### src/rtl/core/iws_pkg.sv
package iws_pkg;

    localparam int WINDOW_MAX = 64;
    localparam int TIME_BITS  = 32;
    localparam int PTR_W      = $clog2(WINDOW_MAX);
    localparam int CNT_W      = $clog2(WINDOW_MAX + 1);
    localparam int SUM_W      = TIME_BITS + PTR_W;
    localparam int DCNT_W     = $clog2(SUM_W);
    localparam int ADDR_W     = 3;
    localparam int DATA_W     = 32;
    localparam int OPC_W      = 2;

    // Register index as decoded from paddr[ADDR_W-1:2].
    localparam logic [ADDR_W-3:0] REG_WINDOW_LEN = '0;
    localparam logic [CNT_W-1:0]  WINDOW_LEN_RESET = CNT_W'(WINDOW_MAX);

    typedef enum logic [OPC_W-1:0] {
        OP_START = 2'd0,
        OP_STOP  = 2'd1,
        OP_QUERY = 2'd2
    } opcode_t;

    typedef struct packed {
        logic busy;
        logic done;
    } div_stat_t;

endpackage

### src/rtl/core/iws_if.sv
interface iws_in_if;
    logic                          valid;
    logic                          ready;
    logic [iws_pkg::OPC_W-1:0]     opcode;
    logic [iws_pkg::TIME_BITS-1:0] time_now;

    modport source (output valid, output opcode, output time_now, input ready);
    modport sink   (input valid, input opcode, input time_now, output ready);
endinterface

interface iws_out_if;
    logic                          valid;
    logic                          ready;
    logic                          has_data;
    logic [iws_pkg::CNT_W-1:0]     sample_count;
    logic [iws_pkg::TIME_BITS-1:0] avg_ticks;
    logic [iws_pkg::TIME_BITS-1:0] min_ticks;
    logic [iws_pkg::TIME_BITS-1:0] max_ticks;

    modport source (output valid, output has_data, output sample_count, output avg_ticks,
                    output min_ticks, output max_ticks, input ready);
    modport sink   (input valid, input has_data, input sample_count, input avg_ticks,
                    input min_ticks, input max_ticks, output ready);
endinterface

### src/rtl/core/iws_sample_ram.sv
module iws_sample_ram (
    input  logic                          clk,
    input  logic                          wr_en,
    input  logic [iws_pkg::PTR_W-1:0]     wr_addr,
    input  logic [iws_pkg::TIME_BITS-1:0] wr_data,
    input  logic                          rd_en,
    input  logic [iws_pkg::PTR_W-1:0]     rd_addr,
    output logic [iws_pkg::TIME_BITS-1:0] rd_data
);

    logic [iws_pkg::TIME_BITS-1:0] mem [iws_pkg::WINDOW_MAX];

    always_ff @(posedge clk)
    begin
        if (wr_en)
        begin
            mem[wr_addr] <= wr_data;
        end
    end

    always_ff @(posedge clk)
    begin
        if (rd_en)
        begin
            rd_data <= mem[rd_addr];
        end
    end

endmodule

### src/rtl/core/iws_divider.sv
module iws_divider (
    input  logic                          clk,
    input  logic                          rst_n,
    input  logic                          start,
    input  logic [iws_pkg::SUM_W-1:0]     dividend,
    input  logic [iws_pkg::CNT_W-1:0]     divisor,
    output iws_pkg::div_stat_t            status,
    output logic [iws_pkg::TIME_BITS-1:0] quotient
);

    // Restoring division, one quotient bit per cycle, MSB first.
    logic                         busy_reg, busy_next;
    logic                         done_reg, done_next;
    logic [iws_pkg::DCNT_W-1:0]   cnt_reg, cnt_next;
    logic [iws_pkg::CNT_W-1:0]    rem_reg, rem_next;
    logic [iws_pkg::SUM_W-1:0]    quo_reg, quo_next;
    logic [iws_pkg::CNT_W-1:0]    div_reg, div_next;
    logic [iws_pkg::CNT_W:0]      trial;

    always_comb
    begin
        busy_next = busy_reg;
        done_next = 1'b0;
        cnt_next  = cnt_reg;
        rem_next  = rem_reg;
        quo_next  = quo_reg;
        div_next  = div_reg;
        trial     = {rem_reg, quo_reg[iws_pkg::SUM_W-1]};
        if (start)
        begin
            busy_next = 1'b1;
            cnt_next  = iws_pkg::DCNT_W'(iws_pkg::SUM_W - 1);
            rem_next  = '0;
            quo_next  = dividend;
            div_next  = divisor;
        end
        else if (busy_reg)
        begin
            if (trial >= {1'b0, div_reg})
            begin
                rem_next = iws_pkg::CNT_W'(trial - {1'b0, div_reg});
                quo_next = {quo_reg[iws_pkg::SUM_W-2:0], 1'b1};
            end
            else
            begin
                rem_next = trial[iws_pkg::CNT_W-1:0];
                quo_next = {quo_reg[iws_pkg::SUM_W-2:0], 1'b0};
            end
            cnt_next = cnt_reg - 1'b1;
            if (cnt_reg == '0)
            begin
                busy_next = 1'b0;
                done_next = 1'b1;
            end
        end
    end

    always_ff @(posedge clk or negedge rst_n)
    begin
        if (!rst_n)
        begin
            busy_reg <= 1'b0;
            done_reg <= 1'b0;
            cnt_reg  <= '0;
            rem_reg  <= '0;
            quo_reg  <= '0;
            div_reg  <= '0;
        end
        else
        begin
            busy_reg <= busy_next;
            done_reg <= done_next;
            cnt_reg  <= cnt_next;
            rem_reg  <= rem_next;
            quo_reg  <= quo_next;
            div_reg  <= div_next;
        end
    end

    assign status.busy = busy_reg;
    assign status.done = done_reg;
    // The mean never exceeds the largest sample, so the upper bits are zero.
    assign quotient    = quo_reg[iws_pkg::TIME_BITS-1:0];

endmodule

### src/rtl/core/interval_window_statistics.sv
// Channel   Role   Beat contents
// -------   ----   ------------------------------------------------------------
// in_ch     sink   opcode, time_now (one event)
// out_ch    source has_data, sample_count, avg_ticks, min_ticks, max_ticks
// APB       slave  window_len at byte address 0; the user writes it only while idle, not enforced
//
// A start or an unused opcode is done on acceptance; a query scans the n samples held (1 to 64)
// and divides, a stop stores its sample first, and an empty query skips scan and divide. Min and
// max come one sample per cycle from the read port of the simple dual-port sample memory, and the
// mean from a serial divider that makes one quotient bit per cycle from the 38-bit sum.
// rst_n is asynchronous, active low; it empties the window, zeroes the start time and sets
// window_len to 64. A result waits in the output register; only the next report stalls on it.
module interval_window_statistics (
    input  logic                        clk,
    input  logic                        rst_n,
    iws_in_if.sink                      in_ch,
    iws_out_if.source                   out_ch,
    input  logic                        psel,
    input  logic                        penable,
    input  logic                        pwrite,
    input  logic [iws_pkg::ADDR_W-1:0]  paddr,
    input  logic [iws_pkg::DATA_W-1:0]  pwdata,
    output logic [iws_pkg::DATA_W-1:0]  prdata,
    output logic                        pready
);

    typedef enum logic [2:0] {
        S_IDLE,
        S_EVICT,
        S_REPORT,
        S_SCAN,
        S_LAST,
        S_DIV,
        S_OUT
    } state_t;

    localparam int TB = iws_pkg::TIME_BITS;
    localparam int PW = iws_pkg::PTR_W;
    localparam int CW = iws_pkg::CNT_W;

    state_t                      state_reg, state_next;
    logic [CW-1:0]               wlen_reg, wlen_next;
    logic [TB-1:0]               start_reg, start_next;
    logic [PW-1:0]               wp_reg, wp_next;
    logic [CW-1:0]               fill_reg, fill_next;
    logic [iws_pkg::SUM_W-1:0]   sum_reg, sum_next;
    logic [TB-1:0]               dur_reg, dur_next;
    logic                        evict_reg, evict_next;
    logic [CW-1:0]               k_reg, k_next;
    logic                        scan_vld_reg, scan_vld_next;
    logic [TB-1:0]               min_reg, min_next;
    logic [TB-1:0]               max_reg, max_next;
    logic [TB-1:0]               avg_reg, avg_next;
    logic                        ovld_reg, ovld_next;
    logic                        ohas_reg, ohas_next;
    logic [CW-1:0]               ocnt_reg, ocnt_next;
    logic [TB-1:0]               oavg_reg, oavg_next;
    logic [TB-1:0]               omin_reg, omin_next;
    logic [TB-1:0]               omax_reg, omax_next;

    logic [CW-1:0]               eff_len;
    logic                        cfg_wr;
    logic                        ram_we;
    logic                        ram_re;
    logic [PW-1:0]               ram_raddr;
    logic [TB-1:0]               ram_rdata;
    logic                        div_start;
    iws_pkg::div_stat_t          div_stat;
    logic [TB-1:0]               div_quo;

    iws_sample_ram u_ram (
        .clk     (clk),
        .wr_en   (ram_we),
        .wr_addr (wp_reg),
        .wr_data (dur_reg),
        .rd_en   (ram_re),
        .rd_addr (ram_raddr),
        .rd_data (ram_rdata)
    );

    iws_divider u_div (
        .clk      (clk),
        .rst_n    (rst_n),
        .start    (div_start),
        .dividend (sum_reg),
        .divisor  (fill_reg),
        .status   (div_stat),
        .quotient (div_quo)
    );

    // A window length of zero means one sample; anything above the memory
    // depth saturates to the full memory.
    always_comb
    begin
        if (wlen_reg == '0)
        begin
            eff_len = CW'(1);
        end
        else if (wlen_reg > CW'(iws_pkg::WINDOW_MAX))
        begin
            eff_len = CW'(iws_pkg::WINDOW_MAX);
        end
        else
        begin
            eff_len = wlen_reg;
        end
    end

    assign pready = 1'b1;
    assign cfg_wr = psel && penable && pwrite &&
                    (paddr[iws_pkg::ADDR_W-1:2] == iws_pkg::REG_WINDOW_LEN);
    assign prdata = (paddr[iws_pkg::ADDR_W-1:2] == iws_pkg::REG_WINDOW_LEN) ?
                    iws_pkg::DATA_W'(wlen_reg) : '0;

    assign in_ch.ready = (state_reg == S_IDLE);

    always_comb
    begin
        state_next    = state_reg;
        wlen_next     = wlen_reg;
        start_next    = start_reg;
        wp_next       = wp_reg;
        fill_next     = fill_reg;
        sum_next      = sum_reg;
        dur_next      = dur_reg;
        evict_next    = evict_reg;
        k_next        = k_reg;
        scan_vld_next = 1'b0;
        min_next      = min_reg;
        max_next      = max_reg;
        avg_next      = avg_reg;
        ohas_next     = ohas_reg;
        ocnt_next     = ocnt_reg;
        oavg_next     = oavg_reg;
        omin_next     = omin_reg;
        omax_next     = omax_reg;
        ovld_next     = ovld_reg && !out_ch.ready;
        ram_we        = 1'b0;
        ram_re        = 1'b0;
        ram_raddr     = wp_reg - eff_len[PW-1:0];
        div_start     = 1'b0;

        // Writing the window length empties the window; the start time stays.
        if (cfg_wr)
        begin
            wlen_next = pwdata[CW-1:0];
            wp_next   = '0;
            fill_next = '0;
            sum_next  = '0;
        end

        case (state_reg)
            S_IDLE:
            begin
                if (in_ch.valid)
                begin
                    case (in_ch.opcode)
                        iws_pkg::OP_START:
                        begin
                            start_next = in_ch.time_now;
                        end
                        iws_pkg::OP_STOP:
                        begin
                            // Fetch the sample that falls out of a full window.
                            dur_next   = in_ch.time_now - start_reg;
                            evict_next = (fill_reg >= eff_len);
                            ram_re     = 1'b1;
                            state_next = S_EVICT;
                        end
                        iws_pkg::OP_QUERY:
                        begin
                            state_next = S_REPORT;
                        end
                        default:
                        begin
                        end
                    endcase
                end
            end
            S_EVICT:
            begin
                ram_we = 1'b1;
                wp_next = wp_reg + 1'b1;
                if (evict_reg)
                begin
                    sum_next  = sum_reg - iws_pkg::SUM_W'(ram_rdata)
                                + iws_pkg::SUM_W'(dur_reg);
                    fill_next = eff_len;
                end
                else
                begin
                    sum_next  = sum_reg + iws_pkg::SUM_W'(dur_reg);
                    fill_next = fill_reg + 1'b1;
                end
                state_next = S_REPORT;
            end
            S_REPORT:
            begin
                k_next   = CW'(1);
                min_next = '1;
                max_next = '0;
                avg_next = '0;
                if (fill_reg == '0)
                begin
                    state_next = S_OUT;
                end
                else
                begin
                    state_next = S_SCAN;
                end
            end
            S_SCAN:
            begin
                // Walk back from the newest sample; read data arrives in the next cycle.
                ram_re        = 1'b1;
                ram_raddr     = wp_reg - k_reg[PW-1:0];
                scan_vld_next = 1'b1;
                if (scan_vld_reg)
                begin
                    if (ram_rdata < min_reg)
                    begin
                        min_next = ram_rdata;
                    end
                    if (ram_rdata > max_reg)
                    begin
                        max_next = ram_rdata;
                    end
                end
                if (k_reg == fill_reg)
                begin
                    state_next = S_LAST;
                end
                else
                begin
                    k_next = k_reg + 1'b1;
                end
            end
            S_LAST:
            begin
                if (ram_rdata < min_reg)
                begin
                    min_next = ram_rdata;
                end
                if (ram_rdata > max_reg)
                begin
                    max_next = ram_rdata;
                end
                div_start  = 1'b1;
                state_next = S_DIV;
            end
            S_DIV:
            begin
                if (div_stat.done)
                begin
                    avg_next   = div_quo;
                    state_next = S_OUT;
                end
            end
            S_OUT:
            begin
                if (!ovld_reg || out_ch.ready)
                begin
                    ovld_next  = 1'b1;
                    ohas_next  = (fill_reg != '0);
                    ocnt_next  = fill_reg;
                    oavg_next  = avg_reg;
                    omin_next  = (fill_reg != '0) ? min_reg : '0;
                    omax_next  = max_reg;
                    state_next = S_IDLE;
                end
            end
            default:
            begin
                state_next = S_IDLE;
            end
        endcase
    end

    always_ff @(posedge clk or negedge rst_n)
    begin
        if (!rst_n)
        begin
            state_reg    <= S_IDLE;
            wlen_reg     <= iws_pkg::WINDOW_LEN_RESET;
            start_reg    <= '0;
            wp_reg       <= '0;
            fill_reg     <= '0;
            sum_reg      <= '0;
            dur_reg      <= '0;
            evict_reg    <= 1'b0;
            k_reg        <= '0;
            scan_vld_reg <= 1'b0;
            min_reg      <= '0;
            max_reg      <= '0;
            avg_reg      <= '0;
            ovld_reg     <= 1'b0;
            ohas_reg     <= 1'b0;
            ocnt_reg     <= '0;
            oavg_reg     <= '0;
            omin_reg     <= '0;
            omax_reg     <= '0;
        end
        else
        begin
            state_reg    <= state_next;
            wlen_reg     <= wlen_next;
            start_reg    <= start_next;
            wp_reg       <= wp_next;
            fill_reg     <= fill_next;
            sum_reg      <= sum_next;
            dur_reg      <= dur_next;
            evict_reg    <= evict_next;
            k_reg        <= k_next;
            scan_vld_reg <= scan_vld_next;
            min_reg      <= min_next;
            max_reg      <= max_next;
            avg_reg      <= avg_next;
            ovld_reg     <= ovld_next;
            ohas_reg     <= ohas_next;
            ocnt_reg     <= ocnt_next;
            oavg_reg     <= oavg_next;
            omin_reg     <= omin_next;
            omax_reg     <= omax_next;
        end
    end

    assign out_ch.valid        = ovld_reg;
    assign out_ch.has_data     = ohas_reg;
    assign out_ch.sample_count = ocnt_reg;
    assign out_ch.avg_ticks    = oavg_reg;
    assign out_ch.min_ticks    = omin_reg;
    assign out_ch.max_ticks    = omax_reg;

endmodule

### src/flat_wrapper.sv
// flat-port wrapper written by rule: the top's interface ports become plain ports
module interval_window_statistics_flat 
  (clk, rst_n, psel, penable, pwrite, paddr, pwdata, prdata, pready, in_ch_valid, in_ch_opcode, in_ch_time_now, in_ch_ready, out_ch_valid, out_ch_has_data, out_ch_sample_count, out_ch_avg_ticks, out_ch_min_ticks, out_ch_max_ticks, out_ch_ready);
  iws_in_if in_ch_i ();
  iws_out_if out_ch_i ();
  input  logic clk;
  input  logic rst_n;
  input  logic psel;
  input  logic penable;
  input  logic pwrite;
  input  logic [iws_pkg::ADDR_W-1:0] paddr;
  input  logic [iws_pkg::DATA_W-1:0] pwdata;
  output logic [iws_pkg::DATA_W-1:0] prdata;
  output logic pready;
  input wire logic [$bits(in_ch_i.valid)-1:0] in_ch_valid;
  input wire logic [$bits(in_ch_i.opcode)-1:0] in_ch_opcode;
  input wire logic [$bits(in_ch_i.time_now)-1:0] in_ch_time_now;
  output wire logic [$bits(in_ch_i.ready)-1:0] in_ch_ready;
  output wire logic [$bits(out_ch_i.valid)-1:0] out_ch_valid;
  output wire logic [$bits(out_ch_i.has_data)-1:0] out_ch_has_data;
  output wire logic [$bits(out_ch_i.sample_count)-1:0] out_ch_sample_count;
  output wire logic [$bits(out_ch_i.avg_ticks)-1:0] out_ch_avg_ticks;
  output wire logic [$bits(out_ch_i.min_ticks)-1:0] out_ch_min_ticks;
  output wire logic [$bits(out_ch_i.max_ticks)-1:0] out_ch_max_ticks;
  input wire logic [$bits(out_ch_i.ready)-1:0] out_ch_ready;
  assign in_ch_i.valid = in_ch_valid;
  assign in_ch_i.opcode = in_ch_opcode;
  assign in_ch_i.time_now = in_ch_time_now;
  assign in_ch_ready = in_ch_i.ready;
  assign out_ch_valid = out_ch_i.valid;
  assign out_ch_has_data = out_ch_i.has_data;
  assign out_ch_sample_count = out_ch_i.sample_count;
  assign out_ch_avg_ticks = out_ch_i.avg_ticks;
  assign out_ch_min_ticks = out_ch_i.min_ticks;
  assign out_ch_max_ticks = out_ch_i.max_ticks;
  assign out_ch_i.ready = out_ch_ready;
  interval_window_statistics u_core (.clk(clk), .rst_n(rst_n), .in_ch(in_ch_i), .out_ch(out_ch_i), .psel(psel), .penable(penable), .pwrite(pwrite), .paddr(paddr), .pwdata(pwdata), .prdata(prdata), .pready(pready));
endmodule
### config.mk
export PLATFORM = sky130hd
export DESIGN_NAME = interval_window_statistics_flat
export DESIGN_NICKNAME = d
export VERILOG_FILES = /design/src/rtl/core/iws_pkg.sv /design/src/rtl/core/iws_if.sv /design/src/rtl/core/iws_sample_ram.sv /design/src/rtl/core/iws_divider.sv /design/src/rtl/core/interval_window_statistics.sv /design/src/flat_wrapper.sv
export SDC_FILE = /design/constraint.sdc
export NUM_CORES = 2
export LEC_CHECK = 0
export ABC_AREA = 1
export BUFFER_PORTS_ARGS = -buffer_cell sky130_fd_sc_hd__buf_2
export CORE_ASPECT_RATIO = 0.9
export CORE_MARGIN = 4
export CORE_UTILIZATION = 40
export CTS_CLUSTER_DIAMETER = 60
export DETAILED_ROUTE_END_ITERATION = 7
export SETUP_SLACK_MARGIN = 0.1
export SYNTH_ARGS = -nofsm -noshare
export SYNTH_HDL_FRONTEND = slang
export SYNTH_SLANG_ARGS = --single-unit
### constraint.sdc
create_clock -name clk -period 3.9 [get_ports clk]
set_input_delay 0.195 -clock clk [delete_from_list [all_inputs] [get_ports clk]]
set_output_delay 0.195 -clock clk [all_outputs]
set_load 0.02 [all_outputs]
* After elaboration in Yosys (flattened, before gate mapping)
Memory sizes are Yosys's and may differ from the RTL's. A register that Yosys moved wholly into a read port is not among the register bits. Index checks and enable logic that the tools add are counted.
Operators by class: $add $sub $neg 11, multipliers 0, div/mod/pow operators 0, magnitude comparators 5, equal/unequal tests 16, shift-type cells 0, multiplexer cells 54, bitwise gates (word level) 1, reductions and logical operators 25
Operators by type and width (number):
- $mux 32 | 6
- $pmux 32 s3 | 2
- $mux 38 | 5
- $add 38x32->38 | 2
- $mux 7 | 10
- $pmux 32 s2 | 1
- $sub 38x32->38 | 1
- $gt 32x32->1 | 1
- $lt 32x32->1 | 1
- $sub 32x32->32 | 1
- $mux 6 | 5
- $pmux 3 s7 | 1
- $mux 1 | 16
- $mux 3 | 5
- $add 7x1->7 const B | 2
- $logic_not 7->1 | 2
- $pmux 7 s2 | 1
- $sub 6x6->6 | 2
- $eq 3x3->1 const B | 3
- $ge 8x7->1 | 1
- $reduce_and 2->1 | 4
- $reduce_bool 2->1 | 4
- $eq 7x7->1 | 1
- $ge 7x7->1 | 1
- 24 further kinds | 34
Storage, ports and cells: register bits 395, latch bits 0, RAM bits 2048, bits in read-only memories 0, input bits 76, memories 1
Memory list:
- u_core.u_ram.mem | words 64, bits a word 32, read ports 1, clocked after memory_dff 1, write ports 1, line iws_sample_ram.sv:11 | logic [iws_pkg::TIME_BITS-1:0] mem [iws_pkg::WINDOW_MAX];

* Longest topological paths before layout
word-level depth 5, mapped depth 22, depth with buffers taken out 20

* Cells and area by module
A second synthesis with hierarchy kept.
Second synthesis, totals: cells, all modules 10649, area total of the unflattened synthesis 110476.0 sq um
By module, submodules not included:
- iws_sample_ram | instances 1, cells an instance 6769, area an instance 83058.4 sq um, seq. area each 62459.9 sq um
- interval_window_statistics | instances 1, cells an instance 3501, area an instance 24207.0 sq um, seq. area each 8384.3 sq um
- iws_divider | instances 1, cells an instance 379, area an instance 3210.6 sq um, seq. area each 1501.4 sq um

* Worst setup path after synthesis
Ideal clock, no wire load.
kind reg2reg, start register u_core.dur_reg[1], end register u_core.sum_reg[22] (netlist bit), library setup time 0.118 ns, arrival time 3.137 ns, required time 3.782 ns, setup slack 0.645 ns, cell stages (with the launch flop) 16, buffers on the path 0, cells stage by stage dfrtp_1 inv_1 fa_1 fa_1 inv_1 nand3_1 nand3_1 nand2_1 nand2_1 nand3_1 nand2_1 nand2_1 nand3_1 nand3_1 nand3_1 nand2_1
Between the ends: cells in the longest elaborated chain, start to end 3, elaborated cells on any way between the ends 4, those cells by class add/sub (2); mux (2)
Ends and longest elaborated chain:
- from (decl) | line interval_window_statistics.sv:47 | logic [TB-1:0] dur_reg, dur_next;
- from (signal assigned) | line interval_window_statistics.sv:311 | dur_reg <= dur_next;
- $add 38x32->38, on equally long branches | line interval_window_statistics.sv:192, interval_window_statistics.sv:187
- $mux 38 (*) | line interval_window_statistics.sv:184 | if (evict_reg)
- $mux 38 (*) | line interval_window_statistics.sv:152 | case (state_reg)
- to (signal assigned) | line interval_window_statistics.sv:310 | sum_reg <= sum_next;
- to (decl) | line interval_window_statistics.sv:46 | logic [iws_pkg::SUM_W-1:0] sum_reg, sum_next;
Every way passes the cells marked *; elsewhere a longest branch is shown, timed or not. A chain may end at the register's enable or synchronous reset.

* Final worst setup path
start register u_core.wlen_reg[4], end register u_core.u_ram.rd_data[27] (netlist bit) (read register of u_core.u_ram.mem) (data pin)
Between the ends: cells in the longest elaborated chain, start to end 5, elaborated cells on any way between the ends 6, those cells by class add/sub (1); order compare (1); mux (3); reduce/logical (1)
Ends and longest elaborated chain:
- from (decl) | line interval_window_statistics.sv:42 | logic [CW-1:0] wlen_reg, wlen_next;
- from (signal assigned) | line interval_window_statistics.sv:284 | wlen_reg <= iws_pkg::WINDOW_LEN_RESET;
- from (signal assigned) | line interval_window_statistics.sv:306 | wlen_reg <= wlen_next;
- $gt 7x7->1 | line interval_window_statistics.sv:99 | else if (wlen_reg > CW'(iws_pkg::WINDOW_MAX))
- $mux 7 | line interval_window_statistics.sv:99
- $mux 7 (*) | line interval_window_statistics.sv:95 | if (wlen_reg == '0)
- $sub 6x6->6 (*) | line interval_window_statistics.sv:140 | ram_raddr = wp_reg - eff_len[PW-1:0];
- $mux 6 (*) | line interval_window_statistics.sv:152
- to (decl) | line iws_sample_ram.sv:8 | output logic [iws_pkg::TIME_BITS-1:0] rd_data
Marks and branches as above.

==> out/qor.csv <==
metric,value,unit
M1 wire length,156000,um
Max-Cap Viols,0,
"Seq/Total Area, Yosys",65.9,%
nets@finish,11446,
clock latency on the worst-skew pair,0.86,ns
Seq cells post-synth,2475,
multi-input gate area in the final layout,0.0336,sq mm
Worst Path Arrival,4.83,ns
core area,0.273,sq mm
Layout Skew,0.0716,ns
Worst Setup Start Kind,flop,
Non-Filler Instances,14920,
Final Hold Viols,0,
Yosys warnings,0,
worst hold path class,in2async,
failing checks,setup timing,
Worst slew margin,22.3,%
"EDFF count, synth",2080,
initial antenna violation count,21,
WL met3,38900,um
Initial Util,40.2,%
fraction of registers with async set/reset,16.0,%
final setup violating endpoints,32,
share of the synthesized area in the top cell type,56.9,%
largest cells by area after synthesis,"edfxtp_1 57%, dfrtp_1 9.0%, o21ai_0 6.6%",
Synth cell types,49,
fmax,237,MHz
fin crit share,108,%
WL final,375000,um
row count,182,
first-pass GRT wire length,540000,um
reg-to-reg startpoint,u_core.wlen_reg[4]$_DFFE_PN0P_,
synthesized area per cell,10.4,sq um
Port Buffers,161,
top_reg_cell synth,edfxtp_1,
via count,83639,
cell with the most instances after synthesis,edfxtp_1,
"Remaining Overflow, GRT",0,
"area leader, netlist",edfxtp_1,
hpwl dp,236000,um
wire per inst,25.1,um
Commonest cells post-synth,"2080 x edfxtp_1, 1728 x nand2_1, 1660 x nor2_1",
RSZ-0062 raised after global routing,true,
"Slew Viols, Final",0,
DIE AREA,0.283,sq mm
crit path launch,u_core.wlen_reg[4]$_DFFE_PN0P_,
CTS tree,built,
Fill cells,24436,
Die H,505,um
CP endpoint kind,flop,
Min Hold Slack,0.0481,ns
Synth Instances,10513,
pin count of the biggest net entering global routing,111,
share of cells above drive strength 1,15.1,%
total CTS buffers,272,
post-route antenna net violation count,0,
dpl cells,14320,
met2 WL,163000,um
critical setup path kind,reg2reg,
# DRC,0,
htree depth,5,
I/O pins,215,
Clock transition at path regs,0.06,ns
flop2flop setup slack,-0.33,ns
outcome,"complete, but fails checks",
final worst path period need,4.23,ns
uppermost layer routed,met5,
worst setup margin,-0.328,ns
post-DR vias/cell,5.61,
mapped cell area,0.110,sq mm
die extent in x,560,um
GPL Wtd Cong,0.958,
vias in the first global route,79334,
flip-flop count of the largest register after layout,2048,
Worst R2R Path Depth,23,
Total Routing Usage GR,25.5,%
Worst-Margin Slew,1.16,ns
crit path max fanout,10,
Root Buffer,clkbuf_16,
reg2reg end,u_core.u_ram.rd_data[27]$_DFFE_PP_,
Sum Neg Setup Slack,-8.30,ns
Layout Utilization,48.1,%
register area,0.0724,sq mm
Starting DRT DRC Count,10937,
Max clock buf depth,4,
1st-pass router iterations,7,
CTS Sinks,2475,
CP required,4.50,ns
Synth-to-Final Area Change,19.8,%
[kinds of logic (layout without fill, tap and decap cells)]
family          after synthesis  count (layout)  synth area share [%]
simple gates               3827            3827                  13.7
flops                      2475            2475                  65.9
compound gates             2440            2440                  11.7
buf+inv                    1499            2290                  5.54
fa+ha+maj                   232             232                  2.89
xor+xnor                     37              37                 0.302
other cells                   2              30               0.00684
mux                           1               1                0.0102
[worst max path at each step]
stage                                         end  slack (ns)  cells after the start
4_1_cts        u_core.u_ram.rd_data[26]$_DFFE_PP_       -0.28                     23
5_1_grt        u_core.u_ram.rd_data[29]$_DFFE_PP_       -0.45                     24
3_3_place_gp   u_core.u_ram.rd_data[22]$_DFFE_PP_       -1.30                     20
3_5_place_dp   u_core.u_ram.rd_data[22]$_DFFE_PP_       -1.16                     20
2_1_floorplan      u_core.sum_reg[22]$_DFFE_PN0P_        0.64                     15
6_report       u_core.u_ram.rd_data[27]$_DFFE_PP_       -0.33                     23
[cells in the final DEF (no fill, tap or decap), drive strengths merged, types with 37 or more instances in the layout]
cell type / n
clkbuf: 338
inv: 901
edfxtp: 2080
nand2: 1728
o21ai: 1810
o22ai: 354
nor3: 37
dfrtp: 394
ha: 196
a21oi: 196
nor2: 1663
nand3: 339
clkinv: 133
dlygate4sd3: 43
buf: 851
[metrics by stage]
step,setup WS (ns),cell area [sq um]
final,-0.328,132000
after global routing,-0.448,132000
after CTS,-0.283,130000
after detailed placement,-1.16,119000
after global placement,-1.30,119000
after floorplan,0.645,110000
[critical path, stage by stage (launching register included)]
cell and delay, ns:
dfrtp_1 0.38, nor2_1 0.14, nand4_1 0.15, nor2_2 0.15
o21ai_2 0.09, o21ai_1 0.15, buf_4 0.15, ha_4 0.12
inv_2 0.04, fa_4 0.88, buf_12 0.16, buf_12 0.13
inv_16 0.07, buf_16 0.17, bufbuf_16 0.30, o21ai_0 0.08
o22ai_1 0.09, nand2_1 0.07, o21ai_1 0.06, buf_4 0.16
nand2_1 0.10, nand3_4 0.12, nand2_4 0.11, o21ai_1 0.09
[cell type report]
| type | instances | share of cell area [%] |
|---|---|---|
| Antenna cell | 4 | 0.00761 |
| Clock buffer | 334 | 5.51 |
| Clock inverter | 130 | 0.882 |
| Inverter | 924 | 2.67 |
| Multi-Input combinational cell | 6563 | 25.5 |
| Sequential cell | 2475 | 55.0 |
| Tap cell | 3588 | 3.41 |
| Timing Repair Buffer | 901 | 6.95 |
| Timing Repair inverter | 1 | 0.0124 |
[layer usage]
metal	global-route usage, %	vias to the layer above
met4	10.1	2
li1	-	37398
met3	4.79	708
met2	38.2	4374
met5	0	-
met1	36.7	41157
[timing repair]
action | 4_1_cts | 5_1_grt
pin swaps | 83 | 118
hold buffers | 43 | 0
cloned | 25 | 4
resized for setup | 374 | 281
hold endpoints to repair | 168 | 0
setup endpoints to repair | 32 | 32
setup buffers | 46 | 15
Power is not shown: default switching activity piles up to over one toggle a cycle in this logic, so the estimate is an artifact.
